===== src/design/scs_pkg.sv =====
// Shared counter slot table package: field widths, request and status codes,
// FSM states and the structs broadcast to and passed along the cell row. No dependencies.
package scs_pkg;

  localparam int unsigned SEL_W    = 64;
  localparam int unsigned CNT_W    = 32;
  localparam int unsigned GEN_W    = 32;
  localparam int unsigned SLOT_W   = 3;
  localparam int unsigned MASK_W   = 8;
  localparam int unsigned STAT_W   = 2;
  localparam int unsigned NSLOT_W  = 5;
  localparam int unsigned CFGIDX_W = 1;
  localparam int unsigned CFGDAT_W = 4;
  localparam int unsigned DEF_NUM_SLOTS = 8;

  typedef enum logic {
    FUNC_ACQUIRE = 1'b0,
    FUNC_RELEASE = 1'b1
  } func_t;

  typedef enum logic [STAT_W-1:0] {
    ST_DONE    = 2'd0,
    ST_REJECT  = 2'd1,
    ST_IGNORED = 2'd2
  } status_t;

  typedef enum logic [CFGIDX_W-1:0] {
    REG_PMU_PRESENT  = 1'b0,
    REG_SLOTS_IN_USE = 1'b1
  } cfg_reg_t;

  typedef enum logic {
    S_IDLE   = 1'b0,
    S_COMMIT = 1'b1
  } state_t;

  // broadcast to every cell
  typedef struct packed {
    logic               load;
    logic               commit;
    logic               any_hit;
    logic               func;
    logic [SEL_W-1:0]   sel;
    logic [SLOT_W-1:0]  idx;
    logic               pmu;
    logic [NSLOT_W-1:0] nslots;
  } cell_cmd_t;

  // handed from cell to cell, lowest slot first
  typedef struct packed {
    logic               hit_seen;
    logic               free_seen;
    logic               done;
    logic               bump;
    logic [NSLOT_W-1:0] win_id;
  } chain_t;

endpackage


===== src/design/scs_cell.sv =====
// One slot of the shared counter slot table: selector, reference count and
// the flags of the pending beat. Depends on scs_pkg.
module scs_cell
  import scs_pkg::*;
#(
  parameter int unsigned CELL_ID = 0
) (
  input  logic      clk,
  input  logic      rst,
  input  cell_cmd_t cmd,
  input  chain_t    chain_in,
  output chain_t    chain_out,
  output logic      live_next
);

  localparam logic [NSLOT_W-1:0] ID = NSLOT_W'(CELL_ID);

  logic [SEL_W-1:0] selector;
  logic [CNT_W-1:0] count;
  logic             hit;
  logic             free;
  logic             rel;

  logic             live;
  logic             en;
  logic             take_hit;
  logic             take_free;
  logic             last_ref;

  assign live = (count != '0);
  assign en   = cmd.pmu && (ID < cmd.nslots);

  always_ff @(posedge clk) begin
    if (rst) begin
      hit  <= 1'b0;
      free <= 1'b0;
      rel  <= 1'b0;
    end else if (cmd.load) begin
      hit  <= en && (cmd.func == FUNC_ACQUIRE) && (cmd.sel != '0) && live
              && (selector == cmd.sel);
      free <= en && (cmd.func == FUNC_ACQUIRE) && (cmd.sel != '0) && !live;
      rel  <= en && (cmd.func == FUNC_RELEASE) && live
              && (NSLOT_W'(cmd.idx) == ID);
    end
  end

  assign take_hit  = hit && !chain_in.hit_seen;
  assign take_free = free && !cmd.any_hit && !chain_in.free_seen;
  assign last_ref  = (count == CNT_W'(1));

  always_comb begin
    chain_out.hit_seen  = chain_in.hit_seen | hit;
    chain_out.free_seen = chain_in.free_seen | free;
    chain_out.done      = chain_in.done | take_hit | take_free | rel;
    chain_out.bump      = chain_in.bump | take_free | (rel && last_ref);
    chain_out.win_id    = (take_hit || take_free) ? ID : chain_in.win_id;
  end

  always_comb begin
    live_next = live;
    if (cmd.commit) begin
      if (take_hit || take_free) begin
        live_next = 1'b1;
      end else if (rel && last_ref) begin
        live_next = 1'b0;
      end
    end
  end

  always_ff @(posedge clk) begin
    if (rst) begin
      selector <= '0;
      count    <= '0;
    end else if (cmd.commit) begin
      if (take_hit) begin
        if (count != '1) begin
          count <= count + CNT_W'(1);
        end
      end else if (take_free) begin
        selector <= cmd.sel;
        count    <= CNT_W'(1);
      end else if (rel) begin
        count <= count - CNT_W'(1);
        if (last_ref) begin
          selector <= '0;
        end
      end
    end
  end

endmodule


===== src/design/shared_counter_slot_table_unit.sv =====
// Shared counter slot table: top level with request control, configuration
// registers, generation counter and the row of slot cells. Depends on scs_pkg, scs_cell.
//
// Usage: an input beat (func, event_selector, slot_index) is taken when in_valid
// is high and in_stall low. An acquire shares the lowest live slot holding the
// same selector, else claims the lowest free slot; a release drops one
// reference of slot_index. Each input beat yields exactly one output beat
// (status, slot_granted, live_mask, generation) on out_valid / out_stall.
// Timing: on accept every cell registers its per-slot match, free and release
// flags; in the commit step the winner is resolved along the cell row, the
// slot is updated and the output register is loaded. in_stall is high during
// the commit step. A new beat is accepted while a finished result still waits
// in the output register. When the receiver stalls with a result pending, the
// next item holds in its commit step until the output register frees. The
// user must write configuration (cfg_we, cfg_index, cfg_data) only while idle;
// the block does not enforce this. Reset clears all slots, the generation and
// out_valid, sets pmu_present to 1 and slots_in_use to 8.
module shared_counter_slot_table_unit
  import scs_pkg::*;
#(
  parameter int unsigned NUM_SLOTS = DEF_NUM_SLOTS
) (
  input  logic                clk,
  input  logic                rst,
  input  logic                in_valid,
  output logic                in_stall,
  input  logic                func,
  input  logic [SEL_W-1:0]    event_selector,
  input  logic [SLOT_W-1:0]   slot_index,
  output logic                out_valid,
  input  logic                out_stall,
  output logic [STAT_W-1:0]   status,
  output logic [SLOT_W-1:0]   slot_granted,
  output logic [MASK_W-1:0]   live_mask,
  output logic [GEN_W-1:0]    generation,
  input  logic                cfg_we,
  input  logic [CFGIDX_W-1:0] cfg_index,
  input  logic [CFGDAT_W-1:0] cfg_data
);

  state_t state;
  state_t state_next;

  logic                pmu_present;
  logic [CFGDAT_W-1:0] slots_in_use;
  logic [NSLOT_W-1:0]  nslots;
  logic [GEN_W-1:0]    table_generation;
  logic                req_func;
  logic [SLOT_W-1:0]   req_idx;
  logic [SEL_W-1:0]    req_sel;

  logic                accept;
  logic                commit;
  cell_cmd_t           cmd;
  chain_t              chain [NUM_SLOTS+1];
  logic [NUM_SLOTS-1:0] live_vec;
  logic [GEN_W-1:0]    gen_next;

  assign nslots = (NSLOT_W'(slots_in_use) > NSLOT_W'(NUM_SLOTS)) ?
                  NSLOT_W'(NUM_SLOTS) : NSLOT_W'(slots_in_use);

  assign accept = in_valid && !in_stall;

  always_ff @(posedge clk) begin
    if (rst) begin
      pmu_present  <= 1'b1;
      slots_in_use <= CFGDAT_W'(8);
    end else if (cfg_we) begin
      case (cfg_index)
        REG_PMU_PRESENT:  pmu_present  <= cfg_data[0];
        REG_SLOTS_IN_USE: slots_in_use <= cfg_data;
        default: ;
      endcase
    end
  end

  always_ff @(posedge clk) begin
    if (rst) begin
      state <= S_IDLE;
    end else begin
      state <= state_next;
    end
  end

  always_comb begin
    state_next = state;
    in_stall   = 1'b1;
    commit     = 1'b0;
    case (state)
      S_IDLE: begin
        in_stall = 1'b0;
        if (in_valid) begin
          state_next = S_COMMIT;
        end
      end
      S_COMMIT: begin
        if (!out_valid || !out_stall) begin
          commit     = 1'b1;
          state_next = S_IDLE;
        end
      end
      default: state_next = S_IDLE;
    endcase
  end

  always_ff @(posedge clk) begin
    if (accept) begin
      req_func <= func;
      req_idx  <= slot_index;
      req_sel  <= event_selector;
    end
  end

  always_comb begin
    cmd.load    = accept;
    cmd.commit  = commit;
    cmd.any_hit = chain[NUM_SLOTS].hit_seen;
    cmd.func    = func;
    cmd.sel     = (state == S_IDLE) ? event_selector : req_sel;
    cmd.idx     = slot_index;
    cmd.pmu     = pmu_present;
    cmd.nslots  = nslots;
  end

  assign chain[0] = '0;

  for (genvar i = 0; i < NUM_SLOTS; i++) begin : g_cell
    scs_cell #(
      .CELL_ID(i)
    ) u_cell (
      .clk       (clk),
      .rst       (rst),
      .cmd       (cmd),
      .chain_in  (chain[i]),
      .chain_out (chain[i+1]),
      .live_next (live_vec[i])
    );
  end

  assign gen_next = chain[NUM_SLOTS].bump ? table_generation + GEN_W'(1) :
                    table_generation;

  always_ff @(posedge clk) begin
    if (rst) begin
      table_generation <= '0;
      out_valid        <= 1'b0;
    end else begin
      if (commit) begin
        table_generation <= gen_next;
        out_valid        <= 1'b1;
      end else if (out_valid && !out_stall) begin
        out_valid <= 1'b0;
      end
    end
  end

  always_ff @(posedge clk) begin
    if (commit) begin
      live_mask  <= MASK_W'(live_vec);
      generation <= gen_next;
      if (req_func == FUNC_RELEASE) begin
        slot_granted <= req_idx;
        status       <= chain[NUM_SLOTS].done ? ST_DONE : ST_IGNORED;
      end else begin
        slot_granted <= chain[NUM_SLOTS].done ? SLOT_W'(chain[NUM_SLOTS].win_id) : '0;
        status       <= chain[NUM_SLOTS].done ? ST_DONE : ST_REJECT;
      end
    end
  end

endmodule


===== config.mk =====
export PLATFORM = sky130hd
export DESIGN_NAME = shared_counter_slot_table_unit
export DESIGN_NICKNAME = d
export VERILOG_FILES = /design/src/design/scs_pkg.sv /design/src/design/scs_cell.sv /design/src/design/shared_counter_slot_table_unit.sv
export SDC_FILE = /design/constraint.sdc
export NUM_CORES = 2
export LEC_CHECK = 0
export BUFFER_PORTS_ARGS = -buffer_cell sky130_fd_sc_hd__buf_4
export CAP_MARGIN = 25
export CELL_PAD_IN_SITES_DETAIL_PLACEMENT = 1
export CELL_PAD_IN_SITES_GLOBAL_PLACEMENT = 1
export CORE_ASPECT_RATIO = 0.5
export CORE_UTILIZATION = 45
export DETAILED_ROUTE_END_ITERATION = 16
export GPL_TIMING_DRIVEN = 0
export PLACE_DENSITY_LB_ADDON = 0.1
export SYNTH_ARGS = -nofsm -noshare
export SYNTH_HDL_FRONTEND = slang
export SYNTH_SLANG_ARGS = --single-unit

===== constraint.sdc =====
create_clock -name clk -period 4.6 [get_ports clk]
set_clock_uncertainty 0.05 [all_clocks]
set_input_delay 0.23 -clock clk [delete_from_list [all_inputs] [get_ports clk]]
set_output_delay 0.23 -clock clk [all_outputs]
set_load 0.02 [all_outputs]

==> impl_results.md <==
* Die width at 484 µm
* Simple-gate share of the synthesized area at 0.236
* Main combinational cell family by area after synthesis: simple AND/OR/NAND/NOR gates
* Io pins at 125
* Comb power frac at 0.272
* Worst path cell trace: buf_6 -> buf_6 -> buf_4 -> buf_4 -> mux2_2 -> clkbuf_1 -> buf_8 -> xnor2_4 -> nand3_1 -> nor4_4 -> nand4_1 -> a21oi_1
* Antenna violations before repair at 14
* Period utilization at 1.03
* Actual slew at the worst max-slew pin at 1.22 ns
* Crit-path leading delay family: buffers and inverters
* Slew HR at 0.168
* Total Power at 23.9 mW
* Number of synthesized register bits at 944
* Die H at 243 µm
* Clock power frac at 0.361
* Worst-skew pair later-pin latency at 0.78 ns
* DIE AREA at 117000 µm²
* First drt pass iteration count at 9
* Xor/xnor share of the synthesized area at 0.0781
* Vias in the first global route at 56400
* Post-DP HPWL at 199 mm
* Cells after Synth at 6447
* CP peak stage delay at 0.58 ns
* Worst endpoint data arrival time at 5.33 ns
* Worst min path class: in -> reg
* Maximum vdd drop at 0.275 mV
* Core area at 114000 µm²
* Initial core utilization at 0.459
* DRT antenna net count at 0
* Vias per cell at 6.97
* Rows at 87
* Clock root cell: clkbuf_16
* Crit path buf inv count at 6
* Mapped Area at 52200 µm²
* Layout overhead on the synthesized area at 17.5%
* Multiplexer share of the synthesized area at 0.0296
* Drt total wl at 278 mm
* Largest net degree at the start of global routing at 76
* Post-synth top flop: dfxtp_1
* Fin. max-slew vios at 0
* Synth Warn # at 0
* Synth Area in Compound Gates at 0.219
* Final routed DRC violation total at 0
* Layout cells sized above 1 at 0.0947
* Routed WL per cell at 32.7 µm
* Slowest CP cell: nor4_4
* Syn_nets at 6558
* Power share of the sequential group at 0.367
* Switching Share at 0.360
* Final hold violation count at 0
* Depth of the CTS H-tree at 3
* All-Layer GR Usage at 0.452
* Adder-cell share of the synthesized area at 0.00792
* Final WS setup at -0.140 ns
* Seq/Total Area, Yosys at 0.384
* Kind of critical path: reg -> reg
* Gpl congestion at 1.02
* Final Util at 0.539
* Critical Path RT at 5.19 ns
* Total CTS buffers at 91
* Port bufs at 123
* Distinct cells, synth at 89
* Clk slew on worst S/H paths at 0.08 ns
* Mean Syn Cell Area at 8.09 µm²
* EDFF count, synth at 113
* # nets final at 6990
* GRT overflow at 0
* P per Cell Area at 389 nW/µm²
* Post-route minimum period at 4.74 ns
* Iter 0 DRT Violations at 7861
* Vias after detailed routing at 59100
* Setup violation total in the final timing report at 7
* Worst-path maximum fanout at 10
* Pint at 15.3 mW
* Leak at 20.4 nW
* Max-Cap Viols at 0
* Global-route wire length before repair at 394 mm
* Critical path endpoint category: register
* CP Launch Type: register
* Failing checks: setup timing
* Status: finished, violations left
* Peak Freq at 0.211 GHz
* Psw at 8.59 mW
* Async SR Flop Fraction at 0
* Max Buffers Root-to-Sink at 3
* Clock sink count at 944
* CTS tree: yes
[through the flow]
| step | area [µm²] | setup WS [ns] | setup TNS, ns | cells | hold slack (ns) |
|---|---|---|---|---|---|
| after global placement | 55000 | -3.08 | -621.37 | 8083 | 0.377 |
| after global routing | 61300 | -0.0208 | -0.0208 | 8471 | 0.165 |
| final | 61300 | -0.140 | -0.432 | 8476 | 0.168 |
| after floorplan | 52200 | 0.291 | 0 | 6447 | 0.279 |
| after detailed placement | 56500 | -1.32 | -270.80 | 8185 | 0.379 |
| after CTS | 60900 | -0.158 | -0.214 | 8448 | 0.144 |
[synth_stat cells (32+ instances only)]
library cell  number  area (µm²)
dfxtp_1          831       16600
nor2_1           752        2820
a21oi_1          540        2700
clkbuf_1         499        1870
nand2_1          479        1800
xnor2_1          431        3770
a22oi_1          420        3150
nand3_1          318        1590
o21ai_0          238        1190
nor3_1           203        1020
nor4_1           199        1240
nand4_1          163        1020
edfxtp_1         113        3390
or3_1             91         569
or4_1             78         586
o22ai_1           76         475
a211oi_1          74         556
mux2_2            72         811
mux2i_1           65         651
a311oi_1          62         543
and3_1            61         382
o31ai_1           54         405
inv_1             51         191
and4_1            40         350
a31oi_1           35         219
buf_2             35         175
xor2_1            34         298
ha_1              33         413
a221oi_1          32         280
[sequential cells by signal, summed over array words and instances (netlist names), 32 cells and up]
| name | cells |
|---|---|
| g_cell.u_cell.count | 256 |
| generation | 32 |
| table_generation | 32 |
| g_cell.u_cell.selector | 512 |
| req_sel | 64 |
[worst register-to-register path, cell delays in order, from the launching register on]
cell	delay, ns
dfxtp_1	0.41
buf_6	0.29
buf_6	0.33
buf_4	0.32
buf_4	0.38
mux2_2	0.42
clkbuf_1	0.27
buf_8	0.24
xnor2_4	0.34
nand3_1	0.26
nor4_4	0.58
nand4_1	0.46
a21oi_1	0.28
[power groups by stage]
stage | registers [mW] | clock network (mW) | logic (mW)
floorplan | 8.93 | 0 | 3.44
global placement | 8.92 | 0 | 5.61
detailed placement | 8.94 | 0 | 5.96
CTS | 8.75 | 8.52 | 6.10
global route | 8.78 | 8.87 | 6.66
finish | 8.77 | 8.61 | 6.49
[metal layers]
layer,track usage,wire length (µm),vias up
met3,0.142,36500,943
met4,0.243,17400,26
met1,0.589,109000,29400
met2,0.663,114000,3997
li1,-,-,24800
met5,0.0109,468,-
[kinds of logic (layout without fill, tap and decap cells)]
kind of cell    Yosys count  in the layout
flops                   944            944
fa+ha+maj                33             33
xor+xnor                465            465
compound gates         1743           1743
simple gates           2507           2507
buf+inv                 612           1122
mux                     143            143
other cells               0              6
[final cells by class]
type / count / area (µm²)
Fill cell: 13600 / 52500
Multi-Input combinational cell: 4891 / 30300
Sequential cell: 944 / 20000
Timing Repair Buffer: 342 / 3340
Clock buffer: 128 / 2650
Buffer: 556 / 2220
Tap cell: 1513 / 1890
Clock inverter: 43 / 628
Inverter: 53 / 211
Antenna cell: 6 / 15.0
[worst paths after layout]
check / start / end / slack [ns] / depth (start not counted)
hold / removal: event_selector[23] / req_sel[23]$_DFFE_PP_ / 0.17 / 2
setup reg to reg: state$_SDFF_PP0_ / g_cell[6].u_cell.hit$_SDFFE_PP0P_ / -0.14 / 12
hold reg to reg: g_cell[1].u_cell.selector[38]$_SDFFE_PP0P_ / g_cell[1].u_cell.selector[38]$_SDFFE_PP0P_ / 0.42 / 2
setup / recovery: state$_SDFF_PP0_ / g_cell[6].u_cell.hit$_SDFFE_PP0P_ / -0.14 / 12
[placed cells by master (no fill, tap or decap), drive strengths merged, types with 63 or more instances in the layout]
cell         instances
dlygate4sd3         84
nand2              479
or3                 91
nand3              318
a21oi              540
nor4               205
edfxtp             113
xnor2              431
a311oi              63
o21ai              239
a211oi              76
clkbuf             632
mux2i               71
o22ai               76
nand4              163
dfxtp              831
nor2               752
or4                 81
mux2                72
a22oi              420
buf                310
nor3               206
[what timing repair did]
| action | CTS | global route |
|---|---|---|
| pin swaps | 2 | 7 |
| endpoints found under the setup margin | 466 | 19 |
| hold endpoints to repair | 83 | 0 |
| gates resized for setup | 47 | 35 |
| hold buffers | 84 | 0 |
| buffers inserted | 8 | 15 |
(Power assumes the default switching activity.)
